===== config.mk =====
export PLATFORM = sky130hd
export DESIGN_NAME = crt3_smul
export DESIGN_NICKNAME = d
export VERILOG_FILES = /design/src/hdl/crt_three_congruence_solver_core_macros.svh /design/src/hdl/crt3_smul.sv
export SDC_FILE = /design/constraint.sdc
export NUM_CORES = 1
export LEC_CHECK = 0
export BUFFER_PORTS_ARGS = -buffer_cell sky130_fd_sc_hd__clkbuf_2
export CORE_ASPECT_RATIO = 1.25
export CORE_MARGIN = 2
export CORE_UTILIZATION = 55
export DETAILED_ROUTE_END_ITERATION = 8
export PLACE_DENSITY = 0.75
export SLEW_MARGIN = 20
export SYNTH_ARGS = -nofsm -noshare
export SYNTH_HDL_FRONTEND = slang
export SYNTH_SLANG_ARGS = --single-unit

===== constraint.sdc =====
create_clock -name clk -period 3.7 [get_ports clk]
set_input_delay 1.11 -clock clk [delete_from_list [all_inputs] [get_ports clk]]
set_output_delay 1.11 -clock clk [all_outputs]
set_load 0.01 [all_outputs]

===== src/hdl/crt_three_congruence_solver_core_macros.svh =====
// assertion macros for the three congruence solver
`ifndef CRT_THREE_CONGRUENCE_SOLVER_CORE_MACROS_SVH
`define CRT_THREE_CONGRUENCE_SOLVER_CORE_MACROS_SVH
`ifndef SYNTHESIS
// same cycle implication
`define CRT3_ASSERT_NOW(label, ante, cons) \
  label: assert property (@(posedge clk) disable iff (!rst_n) (ante) |-> (cons)) \
    else $error("crt3 check failed");
// next cycle implication
`define CRT3_ASSERT_NEXT(label, ante, cons) \
  label: assert property (@(posedge clk) disable iff (!rst_n) (ante) |=> (cons)) \
    else $error("crt3 check failed");
`else
`define CRT3_ASSERT_NOW(label, ante, cons)
`define CRT3_ASSERT_NEXT(label, ante, cons)
`endif
`endif


===== src/hdl/crt3_smul.sv =====
// shift and add multiplier, one multiplier bit per cycle
`timescale 1ns / 1ps
`default_nettype none
module crt3_smul #(
  parameter int A_W = 32,
  parameter int B_W = 16
) (
  input  wire logic               clk,
  input  wire logic               rst_n,
  input  wire logic               start,
  input  wire logic [A_W-1:0]     a,
  input  wire logic [B_W-1:0]     b,
  output logic                    done,
  output logic [A_W+B_W-1:0]      prod
);
  localparam int PW = A_W + B_W;
  localparam int CW = $clog2(B_W + 1);

  logic          run_r, run_nxt;
  logic          done_r, done_nxt;
  logic [CW-1:0] cnt_r, cnt_nxt;
  logic [PW-1:0] a_r, a_nxt;
  logic [B_W-1:0] b_r, b_nxt;
  logic [PW-1:0] acc_r, acc_nxt;

  // add shifted multiplicand when the low multiplier bit is set
  always_comb begin
    run_nxt  = run_r;
    done_nxt = 1'b0;
    cnt_nxt  = cnt_r;
    a_nxt    = a_r;
    b_nxt    = b_r;
    acc_nxt  = acc_r;
    if (start) begin
      run_nxt = 1'b1;
      cnt_nxt = CW'(B_W);
      a_nxt   = {{B_W{1'b0}}, a};
      b_nxt   = b;
      acc_nxt = '0;
    end else if (run_r) begin
      if (b_r[0]) acc_nxt = acc_r + a_r;
      a_nxt   = {a_r[PW-2:0], 1'b0};
      b_nxt   = b_r >> 1;
      cnt_nxt = cnt_r - 1'b1;
      if (cnt_r == CW'(1)) begin
        run_nxt  = 1'b0;
        done_nxt = 1'b1;
      end
    end
  end

  always_ff @(posedge clk) begin
    if (!rst_n) begin
      run_r  <= 1'b0;
      done_r <= 1'b0;
      cnt_r  <= '0;
    end else begin
      run_r  <= run_nxt;
      done_r <= done_nxt;
      cnt_r  <= cnt_nxt;
    end
    a_r   <= a_nxt;
    b_r   <= b_nxt;
    acc_r <= acc_nxt;
  end

  assign done = done_r;
  assign prod = acc_r;
endmodule
`default_nettype wire


Word-level counts from Yosys, hierarchy flattened --
Cells that the tools add are included.
Storage, ports and cells: output and inout port bits 49, flip-flop bits (word level) 119, logic and storage cells 27
Operators by class: mux-type cells 10, equal/unequal tests 1, bitwise operators 2, reductions and logical operators 4, $add $sub $neg 2
Operators by type and width (count):
- $mux W32 | 2
- $add A48 B48 Y48 | 1
- $mux W16 | 2
- $mux W5 | 2
- $eq A5 B1 Y1 const B | 1
- $sub A5 B1 Y5 const B | 1
- $mux W1 | 4
- $reduce_or A3 Y1 | 1
- $not A1 Y1 | 2
- $reduce_and A2 Y1 | 1
- $reduce_bool A2 Y1 | 1
- $reduce_or A2 Y1 | 1

Longest topological paths before layout --
word-level depth 4, depth in mapped cells 13, mapped depth without buffers 13

Worst setup path before layout --
No wires, ideal clock.
kind reg-to-reg, start point register a_r[0], end point register acc_r[46] (netlist: prod[46]), setup slack 0.516 ns, data required time 3.629 ns, data arrival time 3.113 ns, cell stages (with the launch flop) 14, clock period less this slack 3.184 ns, cells stage by stage edfxtp_1 -> ha_1 -> fa_1 -> a21o_1 -> nand4_1 -> nand3_1 -> a2111o_1 -> a31o_2 -> a2111oi_2 -> o31ai_1 -> a211oi_1 -> xnor2_1 -> nand2_1 -> a21oi_1
On the way: longest elaborated chain between the ends 1
Ends and longest elaborated chain:
- start: declaration | RTL line crt3_smul.sv:22 | logic [PW-1:0] a_r, a_nxt;
- start signal: assignment | RTL line crt3_smul.sv:62 | a_r <= a_nxt;
- $add A48 B48 Y48 | RTL line crt3_smul.sv:41 | if (b_r[0]) acc_nxt = acc_r + a_r;
- end signal: assignment | RTL line crt3_smul.sv:64 | acc_r <= acc_nxt;
- end: declaration | RTL line crt3_smul.sv:24 | logic [PW-1:0] acc_r, acc_nxt;
No other way between the ends. A chain may end at the register's enable or synchronous reset.

Worst setup path after layout --
start point register a_r[6], end point register acc_r[47] (netlist: prod[47])
The elaborated chain is that of the path after synthesis.

==> impl_metrics.json <==
{
  "status": "finished clean",
  "cp_cell_sequence": "ha_1, a21oi_1, nor3b_2, nor4_1, a211oi_2, a2111oi_4, o41ai_2, a221o_2, a31oi_2, or4_1, a31o_1, a21oi_2",
  "stdcell_count": 993,
  "min_period_over_period": 0.936,
  "crit_type": "register to register",
  "gr-total-overflow": 0,
  "timing.hold.ws_ps": 472,
  "clkTransAtPathRegs_ps": 50,
  "first_pass_iters": 5,
  "ys_warn_count": 0,
  "start_util": 0.565,
  "maxCapViolations": 0,
  "rsz0062_at_grt": "no",
  "clockRootBuffer": "clkbuf_16",
  "synth_edf_count": 48,
  "viasPerCell": 5.66,
  "grt_max_degree": 70,
  "p_seq_frac": 0.394,
  "synth_top_area_frac": 0.209,
  "utilization": 0.671,
  "post-route-min-period_ps": 3460,
  "postCtsSetupBuffers": 0,
  "ys_types": 58,
  "syn_nets": 822,
  "cts_hold_buf": 0,
  "cts_resized": 0,
  "syn_avg_cell_area_um2": 9.57,
  "insertion_delay_ps": 420,
  "cts_buffer_depth": 2,
  "drive_gt1_frac": 0.240,
  "setup_viol_count_final": 0,
  "dieWidth_um": 104,
  "yosysSeqAreaShare": 0.415,
  "critPathMaxStageDelay_ps": 550,
  "areaGrowthSynthToFinish_pct": 18.8,
  "cts_max_level": 4,
  "tightestPinTransition_ps": 711,
  "final_common_cell": "nand2_1",
  "die_area_mm2": 0.0135,
  "syn_inst": 721,
  "powerDensity_mw_per_mm2": 475,
  "synthFlopType": "dfxtp_1",
  "final_nets": 917,
  "switchingPower_mw": 1.01,
  "crit_slowest_cell": "or4_1",
  "required_ps": 4060,
  "grt_pass1_vias": 5552,
  "cts_buffers": 17,
  "skew_ps": 5.14,
  "setup-tns-final_ps": 0,
  "synthTopCellsByArea": "edfxtp_1, dfxtp_1, ha_1",
  "num_antenna_cells": 0,
  "cp-start-kind": "register",
  "clock-sinks": 119,
  "drc_errors": 0,
  "core_area_mm2": 0.0122,
  "post_dp_cell_area_mm2": 0.00758,
  "num_rows": 45,
  "dp_hpwl_um": 11300,
  "hold_viol": 0,
  "vias": 5621,
  "drv_slew": 0,
  "io_buffers": 99,
  "slew_headroom": 0.525,
  "placed_cells": 961,
  "pwr-share-comb": 0.175,
  "antenna_found_initial": 0,
  "ant_nets": 0,
  "dr.first_iter.drc_count": 341,
  "hp-class": "register to register",
  "syn_area_mm2": 0.00690,
  "stdcell_area_mm2": 0.00820,
  "routed_wl_um": 15700,
  "grt_usage": 0.242,
  "end_kind": "register",
  "chipHeight_um": 129,
  "worst_ir_drop_vdd_mv": 0.339,
  "leakage_nw": 3.58,
  "synth_top_area_cell": "edfxtp_1",
  "switching_share": 0.259,
  "worstPathArrival_ps": 3820,
  "mostFrequentLayoutCells": "nand2_1, clkbuf_2, a21oi_1",
  "cts_tree": "done",
  "max_freq_mhz": 289,
  "clock_power_share": 0.431,
  "grt_pass1_wl_um": 26100,
  "wl_per_cell_um": 15.8,
  "intPower_mw": 2.88,
  "async_reset_ff_frac": 0,
  "crit_path_max_fanout": 6,
  "pin_count": 100,
  "gp_congestion": 0.912,
  "ys_ff_latch": 119
}
flip-flops by register name, summed over array words and instances, names as in the netlist:
| name | count |
|---|---|
| cnt_r | 5 |
| prod | 48 |
| done | 1 |
| a_r | 48 |
| b_r | 16 |
| run_r | 1 |
area by class of cell:
cell class              count  area [µm²]
clock buffers              20         437
clock inverters            12         158
fillers                   989        4020
inverters                   9        33.8
multi-input cells         561        3910
flip-flops and latches    119        2860
well taps                 164         205
repair buffers            108         591
worst max-delay path: cells and delay by family (launching register included):
family	cells	cell delay (ps)
adder cells (fa/ha/maj)	1	410
AO/OA/AOI/OAI	8	1750
flip-flops	1	400
AND/OR/NAND/NOR	3	850
layer usage:
| layer | routed length, µm | GRT usage | vias to the layer above |
|---|---|---|---|
| li1 | - | - | 2811 |
| met1 | 6640 | 0.286 | 2634 |
| met4 | 364 | 0.105 | 0 |
| met2 | 7880 | 0.416 | 143 |
| met5 | 0 | 0 | - |
| met3 | 775 | 0.0649 | 33 |
logic make-up (layout without fill, tap and decap cells):
| family | count (synthesis) | after routing | share of synthesized area |
|---|---|---|---|
| AND/OR/NAND/NOR | 214 | 214 | 0.138 |
| buffers and inverters | 41 | 149 | 0.0223 |
| XOR/XNOR | 45 | 45 | 0.0571 |
| multiplexers | 62 | 62 | 0.0982 |
| AO/OA/AOI/OAI | 190 | 190 | 0.178 |
| adder cells (fa/ha/maj) | 50 | 50 | 0.0917 |
| flip-flops | 119 | 119 | 0.415 |
through the flow:
| step | power (mW) | worst slack (ps) |
|---|---|---|
| after floorplan | 2.04 | 516 |
| after global placement | 2.21 | 301 |
| after detailed placement | 2.23 | 128 |
| after CTS | 3.91 | 109 |
| after global routing | 4.06 | 37.6 |
| final | 3.89 | 237 |
power groups by stage:
stage          Clock, mW  Combinational [mW]  Sequential [mW]
3_3_place_gp           0               0.651             1.55
5_1_grt             1.76               0.754             1.54
2_1_floorplan          0               0.489             1.56
6_report            1.68               0.682             1.53
4_1_cts             1.70               0.675             1.53
3_5_place_dp           0               0.667             1.56
path summary, 6_finish.rpt:
| check | startpoint | end | slack (ps) | depth (start not counted) |
|---|---|---|---|---|
| hold reg to reg | prod[22] | prod[22] | 470 | 2 |
| setup / recovery | a_r[6] | prod[47] | 240 | 12 |
| setup reg to reg | a_r[6] | prod[47] | 240 | 12 |
| hold / removal | prod[22] | prod[22] | 470 | 2 |
synthesized netlist by cell type, drive strengths merged, types with 3 or more instances:
cell	n
o31ai	4
nor3	6
a31o	4
nor2b	6
nand2b	3
ha	49
nand4	9
a21o	28
o21a	5
a211oi	9
nand3b	4
o21ai	22
xnor2	26
inv	9
buf	5
dfxtp	71
a21boi	3
mux2i	16
xor2	19
and2	5
or2	5
a21oi	85
mux2	46
nor2	49
o21bai	8
edfxtp	48
nand3	10
nor4	3
nand2	105
clkbuf	27
a31oi	7
(Power assumes the default switching activity.)
