## src/hdl/crt_three_congruence_solver_core_macros.svh

```systemverilog
// assertion macros for the three congruence solver
`ifndef CRT_THREE_CONGRUENCE_SOLVER_CORE_MACROS_SVH
`define CRT_THREE_CONGRUENCE_SOLVER_CORE_MACROS_SVH
`ifndef SYNTHESIS
// same cycle implication
`define CRT3_ASSERT_NOW(label, ante, cons) \
  label: assert property (@(posedge clk) disable iff (!rst_n) (ante) |-> (cons)) \
    else $error("crt3 check failed");
// next cycle implication
`define CRT3_ASSERT_NEXT(label, ante, cons) \
  label: assert property (@(posedge clk) disable iff (!rst_n) (ante) |=> (cons)) \
    else $error("crt3 check failed");
`else
`define CRT3_ASSERT_NOW(label, ante, cons)
`define CRT3_ASSERT_NEXT(label, ante, cons)
`endif
`endif

```

## src/hdl/crt3_pkg.sv

```systemverilog
// shared types and constants for the three congruence solver
`timescale 1ns / 1ps
`default_nettype none
package crt3_pkg;
  localparam int FIELD_W = 16;
  localparam int OUT_W   = 48;

  // result status codes
  typedef enum logic [1:0] {
    ST_SOLVED     = 2'd0,
    ST_NOT_COPRIME = 2'd1,
    ST_ZERO_MOD   = 2'd2
  } status_t;

  // lane status toward the merge stage
  typedef struct packed {
    logic done;
    logic coprime;
  } lane_stat_t;
endpackage
`default_nettype wire

```

## src/hdl/crt3_div.sv

```systemverilog
// iterative restoring divider, one quotient bit per cycle
`timescale 1ns / 1ps
`default_nettype none
module crt3_div #(
  parameter int NUM_W = 32,
  parameter int DEN_W = 16
) (
  input  wire logic             clk,
  input  wire logic             rst_n,
  input  wire logic             start,
  input  wire logic [NUM_W-1:0] num,
  input  wire logic [DEN_W-1:0] den,
  output logic                  done,
  output logic [NUM_W-1:0]      quot,
  output logic [DEN_W-1:0]      rem
);
  localparam int CW = $clog2(NUM_W + 1);

  logic             run_r, run_nxt;
  logic             done_r, done_nxt;
  logic [CW-1:0]    cnt_r, cnt_nxt;
  logic [NUM_W-1:0] num_r, num_nxt;
  logic [NUM_W-1:0] quo_r, quo_nxt;
  logic [DEN_W-1:0] rem_r, rem_nxt;
  logic [DEN_W-1:0] den_r, den_nxt;
  logic [DEN_W:0]   trial;

  // one shift and trial subtract per cycle
  always_comb begin
    run_nxt  = run_r;
    done_nxt = 1'b0;
    cnt_nxt  = cnt_r;
    num_nxt  = num_r;
    quo_nxt  = quo_r;
    rem_nxt  = rem_r;
    den_nxt  = den_r;
    trial    = {rem_r, num_r[NUM_W-1]};
    if (start) begin
      run_nxt = 1'b1;
      cnt_nxt = CW'(NUM_W);
      num_nxt = num;
      quo_nxt = '0;
      rem_nxt = '0;
      den_nxt = den;
    end else if (run_r) begin
      num_nxt = {num_r[NUM_W-2:0], 1'b0};
      if (trial >= {1'b0, den_r}) begin
        rem_nxt = DEN_W'(trial - {1'b0, den_r});
        quo_nxt = {quo_r[NUM_W-2:0], 1'b1};
      end else begin
        rem_nxt = trial[DEN_W-1:0];
        quo_nxt = {quo_r[NUM_W-2:0], 1'b0};
      end
      cnt_nxt = cnt_r - 1'b1;
      if (cnt_r == CW'(1)) begin
        run_nxt  = 1'b0;
        done_nxt = 1'b1;
      end
    end
  end

  always_ff @(posedge clk) begin
    if (!rst_n) begin
      run_r  <= 1'b0;
      done_r <= 1'b0;
      cnt_r  <= '0;
    end else begin
      run_r  <= run_nxt;
      done_r <= done_nxt;
      cnt_r  <= cnt_nxt;
    end
    num_r <= num_nxt;
    quo_r <= quo_nxt;
    rem_r <= rem_nxt;
    den_r <= den_nxt;
  end

  assign done = done_r;
  assign quot = quo_r;
  assign rem  = rem_r;
endmodule
`default_nettype wire

```

## src/hdl/crt3_smul.sv

```systemverilog
// shift and add multiplier, one multiplier bit per cycle
`timescale 1ns / 1ps
`default_nettype none
module crt3_smul #(
  parameter int A_W = 32,
  parameter int B_W = 16
) (
  input  wire logic               clk,
  input  wire logic               rst_n,
  input  wire logic               start,
  input  wire logic [A_W-1:0]     a,
  input  wire logic [B_W-1:0]     b,
  output logic                    done,
  output logic [A_W+B_W-1:0]      prod
);
  localparam int PW = A_W + B_W;
  localparam int CW = $clog2(B_W + 1);

  logic          run_r, run_nxt;
  logic          done_r, done_nxt;
  logic [CW-1:0] cnt_r, cnt_nxt;
  logic [PW-1:0] a_r, a_nxt;
  logic [B_W-1:0] b_r, b_nxt;
  logic [PW-1:0] acc_r, acc_nxt;

  // add shifted multiplicand when the low multiplier bit is set
  always_comb begin
    run_nxt  = run_r;
    done_nxt = 1'b0;
    cnt_nxt  = cnt_r;
    a_nxt    = a_r;
    b_nxt    = b_r;
    acc_nxt  = acc_r;
    if (start) begin
      run_nxt = 1'b1;
      cnt_nxt = CW'(B_W);
      a_nxt   = {{B_W{1'b0}}, a};
      b_nxt   = b;
      acc_nxt = '0;
    end else if (run_r) begin
      if (b_r[0]) acc_nxt = acc_r + a_r;
      a_nxt   = {a_r[PW-2:0], 1'b0};
      b_nxt   = b_r >> 1;
      cnt_nxt = cnt_r - 1'b1;
      if (cnt_r == CW'(1)) begin
        run_nxt  = 1'b0;
        done_nxt = 1'b1;
      end
    end
  end

  always_ff @(posedge clk) begin
    if (!rst_n) begin
      run_r  <= 1'b0;
      done_r <= 1'b0;
      cnt_r  <= '0;
    end else begin
      run_r  <= run_nxt;
      done_r <= done_nxt;
      cnt_r  <= cnt_nxt;
    end
    a_r   <= a_nxt;
    b_r   <= b_nxt;
    acc_r <= acc_nxt;
  end

  assign done = done_r;
  assign prod = acc_r;
endmodule
`default_nettype wire

```

## src/hdl/crt3_lane.sv

```systemverilog
// one congruence lane: cofactor, coprimality, inverse and weighted term
`timescale 1ns / 1ps
`default_nettype none
module crt3_lane #(
  parameter int MB = 16
) (
  input  wire logic          clk,
  input  wire logic          rst_n,
  input  wire logic          start,
  input  wire logic [MB-1:0] res_self,
  input  wire logic [MB-1:0] mod_self,
  input  wire logic [MB-1:0] mod_o1,
  input  wire logic [MB-1:0] mod_o2,
  output crt3_pkg::lane_stat_t stat,
  output logic [3*MB-1:0]    term
);
  typedef enum logic [8:0] {
    L_IDLE  = 9'b000000001,
    L_COF   = 9'b000000010,
    L_RED   = 9'b000000100,
    L_EUC   = 9'b000001000,
    L_EDIV  = 9'b000010000,
    L_RS    = 9'b000100000,
    L_RSDIV = 9'b001000000,
    L_TERM  = 9'b010000000,
    L_DONE  = 9'b100000000
  } lstate_t;

  lstate_t             state_r, state_nxt;
  logic [MB-1:0]       m_r, r_in_r;
  logic [2*MB-1:0]     cof_r;
  logic [MB-1:0]       oldr_r, rr_r, inv_r;
  logic signed [MB+1:0] olds_r, s_r;
  logic                cop_r, cop_nxt;
  logic [3*MB-1:0]     term_r;

  logic                div_start, div_done;
  logic [2*MB-1:0]     div_num, div_quot;
  logic [MB-1:0]       div_den, div_rem;
  logic                mul_start, mul_done;
  logic [2*MB-1:0]     mul_a;
  logic [MB-1:0]       mul_b;
  logic [3*MB-1:0]     mul_prod;

  logic signed [2*MB+2:0] qs;
  logic signed [2*MB+2:0] s_diff;
  logic signed [MB+1:0]   s_fix;

  crt3_div #(.NUM_W(2*MB), .DEN_W(MB)) u_div (
    .clk(clk), .rst_n(rst_n), .start(div_start), .num(div_num), .den(div_den),
    .done(div_done), .quot(div_quot), .rem(div_rem)
  );

  crt3_smul #(.A_W(2*MB), .B_W(MB)) u_mul (
    .clk(clk), .rst_n(rst_n), .start(mul_start), .a(mul_a), .b(mul_b),
    .done(mul_done), .prod(mul_prod)
  );

  // euclid update of the bezout coefficient
  assign qs     = (2*MB+3)'($signed({1'b0, div_quot[MB-1:0]})) * (2*MB+3)'(s_r);
  assign s_diff = {{(MB+1){olds_r[MB+1]}}, olds_r} - qs;
  assign s_fix  = olds_r + $signed({2'b00, m_r});

  // sequencer and shared unit steering
  always_comb begin
    state_nxt = state_r;
    cop_nxt   = cop_r;
    div_start = 1'b0;
    div_num   = cof_r;
    div_den   = m_r;
    mul_start = 1'b0;
    mul_a     = {{MB{1'b0}}, mod_o1};
    mul_b     = mod_o2;
    unique case (state_r)
      L_IDLE, L_DONE: begin
        if (start) begin
          mul_start = 1'b1;
          state_nxt = L_COF;
        end
      end
      L_COF: begin
        if (mul_done) begin
          div_start = 1'b1;
          div_num   = mul_prod[2*MB-1:0];
          state_nxt = L_RED;
        end
      end
      L_RED: begin
        if (div_done) state_nxt = L_EUC;
      end
      L_EUC: begin
        if (rr_r == '0) begin
          cop_nxt   = (oldr_r == MB'(1));
          state_nxt = (oldr_r == MB'(1)) ? L_RS : L_DONE;
        end else begin
          div_start = 1'b1;
          div_num   = {{MB{1'b0}}, oldr_r};
          div_den   = rr_r;
          state_nxt = L_EDIV;
        end
      end
      L_EDIV: begin
        if (div_done) state_nxt = L_EUC;
      end
      L_RS: begin
        div_start = 1'b1;
        div_num   = {{MB{1'b0}}, r_in_r} * {{MB{1'b0}}, inv_r};
        state_nxt = L_RSDIV;
      end
      L_RSDIV: begin
        if (div_done) begin
          mul_start = 1'b1;
          mul_a     = cof_r;
          mul_b     = div_rem;
          state_nxt = L_TERM;
        end
      end
      L_TERM: begin
        if (mul_done) state_nxt = L_DONE;
      end
      default: state_nxt = L_IDLE;
    endcase
  end

  always_ff @(posedge clk) begin
    if (!rst_n) begin
      state_r <= L_IDLE;
      cop_r   <= 1'b0;
    end else begin
      state_r <= state_nxt;
      cop_r   <= cop_nxt;
    end
    if ((state_r == L_IDLE || state_r == L_DONE) && start) begin
      m_r    <= mod_self;
      r_in_r <= res_self;
    end
    if (state_r == L_COF && mul_done) cof_r <= mul_prod[2*MB-1:0];
    if (state_r == L_RED && div_done) begin
      oldr_r <= div_rem;
      rr_r   <= m_r;
      olds_r <= (MB+2)'(1);
      s_r    <= '0;
    end
    if (state_r == L_EDIV && div_done) begin
      oldr_r <= rr_r;
      rr_r   <= div_rem;
      olds_r <= s_r;
      s_r    <= s_diff[MB+1:0];
    end
    if (state_r == L_EUC && rr_r == '0) begin
      inv_r <= olds_r[MB+1] ? s_fix[MB-1:0] : olds_r[MB-1:0];
    end
    if (state_r == L_TERM && mul_done) term_r <= mul_prod;
  end

  assign stat.done    = (state_r == L_DONE);
  assign stat.coprime = cop_r;
  assign term         = term_r;
endmodule
`default_nettype wire

```

## config.mk

```make
export PLATFORM = sky130hd
export DESIGN_NAME = crt3_lane
export DESIGN_NICKNAME = d
export VERILOG_FILES = /design/src/hdl/crt_three_congruence_solver_core_macros.svh /design/src/hdl/crt3_pkg.sv /design/src/hdl/crt3_div.sv /design/src/hdl/crt3_smul.sv /design/src/hdl/crt3_lane.sv
export SDC_FILE = /design/constraint.sdc
export NUM_CORES = 2
export LEC_CHECK = 0
export ABC_AREA = 1
export BUFFER_PORTS_ARGS = -buffer_cell sky130_fd_sc_hd__buf_2
export CAP_MARGIN = 20
export CORE_UTILIZATION = 44
export CTS_BUF_LIST = sky130_fd_sc_hd__clkbuf_8
export DETAILED_ROUTE_END_ITERATION = 7
export SLEW_MARGIN = 5
export SYNTH_ARGS = -nofsm -noshare
export SYNTH_HDL_FRONTEND = slang
export SYNTH_SLANG_ARGS = --single-unit
```

## constraint.sdc

```tcl
create_clock -name clk -period 7.2 [get_ports clk]
set_input_delay 0.72 -clock clk [delete_from_list [all_inputs] [get_ports clk]]
set_output_delay 0.72 -clock clk [all_outputs]
set_load 0.02 [all_outputs]
```

-- Word-level counts from Yosys, hierarchy flattened
Cells that the tools add are included.
W data, S select, Z words.
- flip-flop bits (word level): 413
- bits in latches: 0
- bits in writable memories: 0
- bits in read-only memories: 0
- input bits: 67
- logic and storage cells: 128
- memories kept: 0
- add/sub/neg operators: 6
- multiply operators: 2
- div/mod/pow operators: 0
- $lt $le $gt $ge: 1
- equal/unequal tests: 17
- shift operators: 0
- mux-type cells: 52
- bitwise logic cells: 3
- reduce and logical (&&, ||, !) cells: 20
- operators with widths (operator ; count):
    $mux W32 ; 8
    $mux W16 ; 12
    $pmux W32 S3 ; 1
    $mux W18 ; 4
    $mux W9 ; 7
    $pmux W9 S7 ; 1
    $add A48 B48 Y48 ; 1
    $mul A16 B16 Y32 ; 1
    $mul A17 B18 Y18 ; 1
    $sub A18 B18 Y18 ; 1
    $ge A17 B16 Y1 ; 1
    $add A16 B16 Y16 ; 1
    $eq A16 B1 Y1 const B ; 1
    $logic_not A16 Y1 ; 1
    $sub A16 B16 Y16 ; 1
    $mux W1 ; 13
    $mux W6 ; 2
    $mux W5 ; 2
    $eq A9 B1 Y1 const B ; 1
    $eq A9 B2 Y1 const B ; 1
    $eq A9 B3 Y1 const B ; 1
    $eq A9 B4 Y1 const B ; 1
    $eq A9 B5 Y1 const B ; 1
    $eq A9 B6 Y1 const B ; 1
    19 further kinds ; 36

-- Logic depth before layout (Yosys ltp)
- word-level depth: 4
- depth in mapped cells: 29
- mapped depth without buffers: 27

-- Cells and area by module
A second synthesis with hierarchy kept.
- cells, all modules: 5039
- area total of the unflattened synthesis: 38270.5 um2
- modules (own cells, without submodules) (module ; instances ; cells an instance ; area each (um2)):
    crt3_lane ; 1 ; 2947 ; 24324.6
    crt3_smul ; 1 ; 1454 ; 8834.7
    crt3_div ; 1 ; 638 ; 5111.2

-- Least setup slack after synthesis
OpenSTA, ideal clock, no wires.
- path kind: register -> register
- from: register r_in_r[5]
- to: register u_div.num_r[15] (data pin)
- library setup time: 0.253 ns
- arrival: 5.365 ns
- data required time: 6.947 ns
- path slack: 1.582 ns
- stages on the path, launching flop included: 26
- path buffers: 2
- path through: edfxtp_1 > clkbuf_1 > clkbuf_1 > nand2_1 > fa_1 > inv_1 > fa_1 > inv_1 > fa_1 > inv_1 > fa_1 > fa_1 > inv_1 > fa_1 > inv_1 > ha_1 > nand2_1 > nor2_1 > inv_1 > nor3_1 > nand2_1 > nand3_1 > xnor2_1 > nor2_1 > nor2_1 > nor2_1
- longest elaborated chain between the ends: 3
- RTL lines (element ; line ; text):
    from (decl) ; crt3_lane.sv:30 ; logic [MB-1:0] m_r, r_in_r;
    from (signal assigned) ; crt3_lane.sv:135 ; r_in_r <= res_self;
    $mul A16 B16 Y32 ; crt3_lane.sv:107 ; div_num = {{MB{1'b0}}, r_in_r} * {{MB{1'b0}}, inv_r};
    $pmux W32 S3 ; crt3_lane.sv:74 ; unique case (state_r)
    $mux W32 ; crt3_div.sv:38 ; if (start) begin
    named net u_div.num_nxt[15] ; crt3_div.sv:22 ; logic [NUM_W-1:0] num_r, num_nxt;
    to (signal assigned) ; crt3_div.sv:72 ; num_r <= num_nxt;
    to (decl) ; crt3_div.sv:22 ;
The timed path passes the listed nets, and every way through them passes these cells.
A chain may end at the register's enable or synchronous reset.

-- Worst setup path after layout
- from: register inv_r[8]
- to: register u_div.num_r[31] (data pin)
- longest elaborated chain between the ends: 3
- RTL lines (element ; line ; text):
    from (decl) ; crt3_lane.sv:32 ; logic [MB-1:0] oldr_r, rr_r, inv_r;
    from (signal assigned) ; crt3_lane.sv:151 ; inv_r <= olds_r[MB+1] ? s_fix[MB-1:0] : olds_r[MB-1:0];
    $mul A16 B16 Y32 ; crt3_lane.sv:107 ;
    $pmux W32 S3 ; crt3_lane.sv:74 ;
    $mux W32 ; crt3_div.sv:38 ;
    named net u_div.num_nxt[31] ; crt3_div.sv:22 ;
The timed path passes the listed nets, and every way through them passes these cells.

==> metrics.cfg <==
[setup_path]
reg2reg_slack_ps=890
cp.required_ps=7650
crit_arrival_ps=6760
worst_setup_path_end_kind=flop
start_kind=flop
reg2reg_to=u_div.num_r[31]
r2r_cells=24
worstSetupPathType=flop to flop
worstPathMaxFanout=16
startpoint=inv_r[8]
worstReg2RegStart=inv_r[8]
cp-endpoint=u_div.num_r[31]

[min_path]
hp-class=input pin to flop

[floorplanning]
die_w_um=292
start_util=0.444
dieArea_um2=85400
die_y_um=292
design.portCount=117
core.rowCount=106
core_um2=83600

[detailed_routing]
vias_per_cell=5.15
first_pass_iters=8
wirelength_um=109000
wl_per_cell_um=18.3
vias=30623
drt-initial-drc-count=2245
postRouteAntennaNets=0
drcViolationCount=1

[clock_tree]
clk_latency_ps=720
clkTransAtPathRegs_ps=70
clockBufferDepth=3
cts.root.buffer_cell=clkbuf_8
ctsHoldBuffers=0
tritoncts=yes
cts_resized=0
cts_made_buffers=76
cts_setup_buffers=0
cts.sinks=413
htreeDepth=3

[synth]
synth_area_um2=37100
synth-edff-count=292
synth_seq_cells=413
synth_cell_types=58
netlist.area_leader.share=0.237
synthArstFlopShare=0
yosys-top-cells-count=nand2_1, inv_1, nor2_1, fa_1, edfxtp_1
synth_nets=5412
synth_area_leader_cell=edfxtp_1
yosysSeqAreaShare=0.302
yosysWarningCount=0
yosys-top-cells-area=edfxtp_1, fa_1, nand2_1, inv_1, ha_1
yosysMostFrequentCell=nand2_1
syn-instance-count=4772
synth_flop_cell=edfxtp_1
synth_area_per_cell_um2=7.77

[outcome]
violations=DRC
status=finished with violations

[sta]
drv_slew=0
skew_ps=64.1
slew_headroom=0.296
tns_ps=0
tightest_slew_ps=1050
hold_violations=0
fin_crit_sh=0.876
grt_setup_unrepaired=false
finalSetupViolCount=0
fmax_mhz=159
period_minus_slack_ps=6310

[global_routing]
grt_first_pass_wirelength_um=171000
grt-ovfl-total=0
grt_pass1_vias=30212
antenna_found_initial=3
track_usage=0.259
grt_max_degree=69

[final_layout]
area_delta_synth_final_pct=7.76
layout-drive-gt1-share=0.0616
final_nets=5446

[flow_run]
drv_cap=0

[placement]
io_buffer_count=116
hpwlAfterDp_um=85600
gp_congestion=0.979

-- layout make-up --
type | count | area, um^2
Inverter | 1023 | 3840
Antenna cell | 1 | 2.50
Clock buffer | 83 | 1140
Sequential cell | 413 | 11200
Tap cell | 1080 | 1350
Timing Repair Buffer | 132 | 701
Fill cell | 8380 | 43600
Clock inverter | 58 | 418
Multi-Input combinational cell | 3160 | 21300
-- logic make-up (layout without fill, tap and decap cells) --
kind of cell    Yosys count  in the layout  share of synthesized area
compound gates          557            557                     0.0840
simple gates           1989           1989                      0.222
flops                   413            413                      0.302
fa+ha+maj               573            573                      0.259
xor+xnor                 41             41                    0.00969
other cells               0              1                          0
buf+inv                1199           1296                      0.124
-- worst max-delay path, cell delays in order, from the launching register on --
cell	delay (ps)
edfxtp_1	850
nand2_1	160
fa_1	540
inv_1	60
fa_1	510
inv_1	50
fa_1	520
inv_1	70
fa_1	510
fa_1	540
inv_1	50
fa_1	530
inv_1	40
ha_1	350
nand2_1	140
nor2_1	160
inv_1	100
nor3_1	290
nand2_1	100
nand3_1	110
nand2_1	90
nand2_1	70
nand2_1	50
nand3_1	80
a21oi_1	70
-- sequential cells by signal, indices dropped and copies added (netlist names), 5 cells and up --
register	count
term	48
u_mul.a_r	48
u_mul.prod	48
cof_r	32
u_div.num_r	32
olds_r	18
s_r	18
inv_r	16
m_r	16
oldr_r	16
r_in_r	16
rr_r	16
u_div.den_r	16
u_div.quot	16
u_div.rem	16
u_mul.b_r	16
state_r	9
u_div.cnt_r	6
u_mul.cnt_r	5
-- layout by cell type, fill, tap and decap left out, types with 8 or more instances in the layout --
master    count
nand2_1    1239
inv_1      1032
nor2_1      362
fa_1        322
edfxtp_1    292
ha_1        251
nand3_1     236
a21oi_1     225
o21ai_0     171
dfxtp_1     120
buf_2       116
clkbuf_8     83
nand4_1      57
a31oi_1      38
xor2_1       28
nor3_1       27
o22ai_1      26
o21bai_1     19
o21ai_1      17
buf_4        16
a21o_1       15
inv_2        14
nand3b_1     13
xnor2_1      13
clkinv_1     13
or2_2        11
o21a_1       10
a32o_1        8
nor4_1        8
-- per-layer routing --
metal | wire, um | track usage | vias up
li1 | - | - | 14962
met1 | 48100 | 0.346 | 14663
met2 | 50700 | 0.428 | 814
met3 | 6080 | 0.0375 | 182
met4 | 3700 | 0.0905 | 2
met5 | 14 | 0 | -
-- worst min-delay path by stage --
stage	from	endpoint	slack, ps	cells after the start
after floorplan	u_mul.prod[32]	term[32]	440	0
after global placement	u_mul.cnt_r[1]	u_mul.cnt_r[1]	450	2
after detailed placement	u_mul.cnt_r[1]	u_mul.cnt_r[1]	460	2
after CTS	mod_self[13]	m_r[13]	160	1
after global routing	mod_self[13]	m_r[13]	190	1
final	mod_self[13]	m_r[13]	220	1
-- through the flow --
step	hold slack (ps)	instances	util	setup WS, ps	area, um^2
final	216	5950	0.478	892	39900
after floorplan	437	4772	-	1580	37100
after detailed placement	456	5808	0.459	887	38400
after global placement	451	5808	0.459	879	38400
after global routing	191	5950	0.478	495	39900
after CTS	165	5949	0.478	913	39900
Power is not shown: default switching activity piles up to over one toggle a cycle in this logic, so the estimate is an artifact.
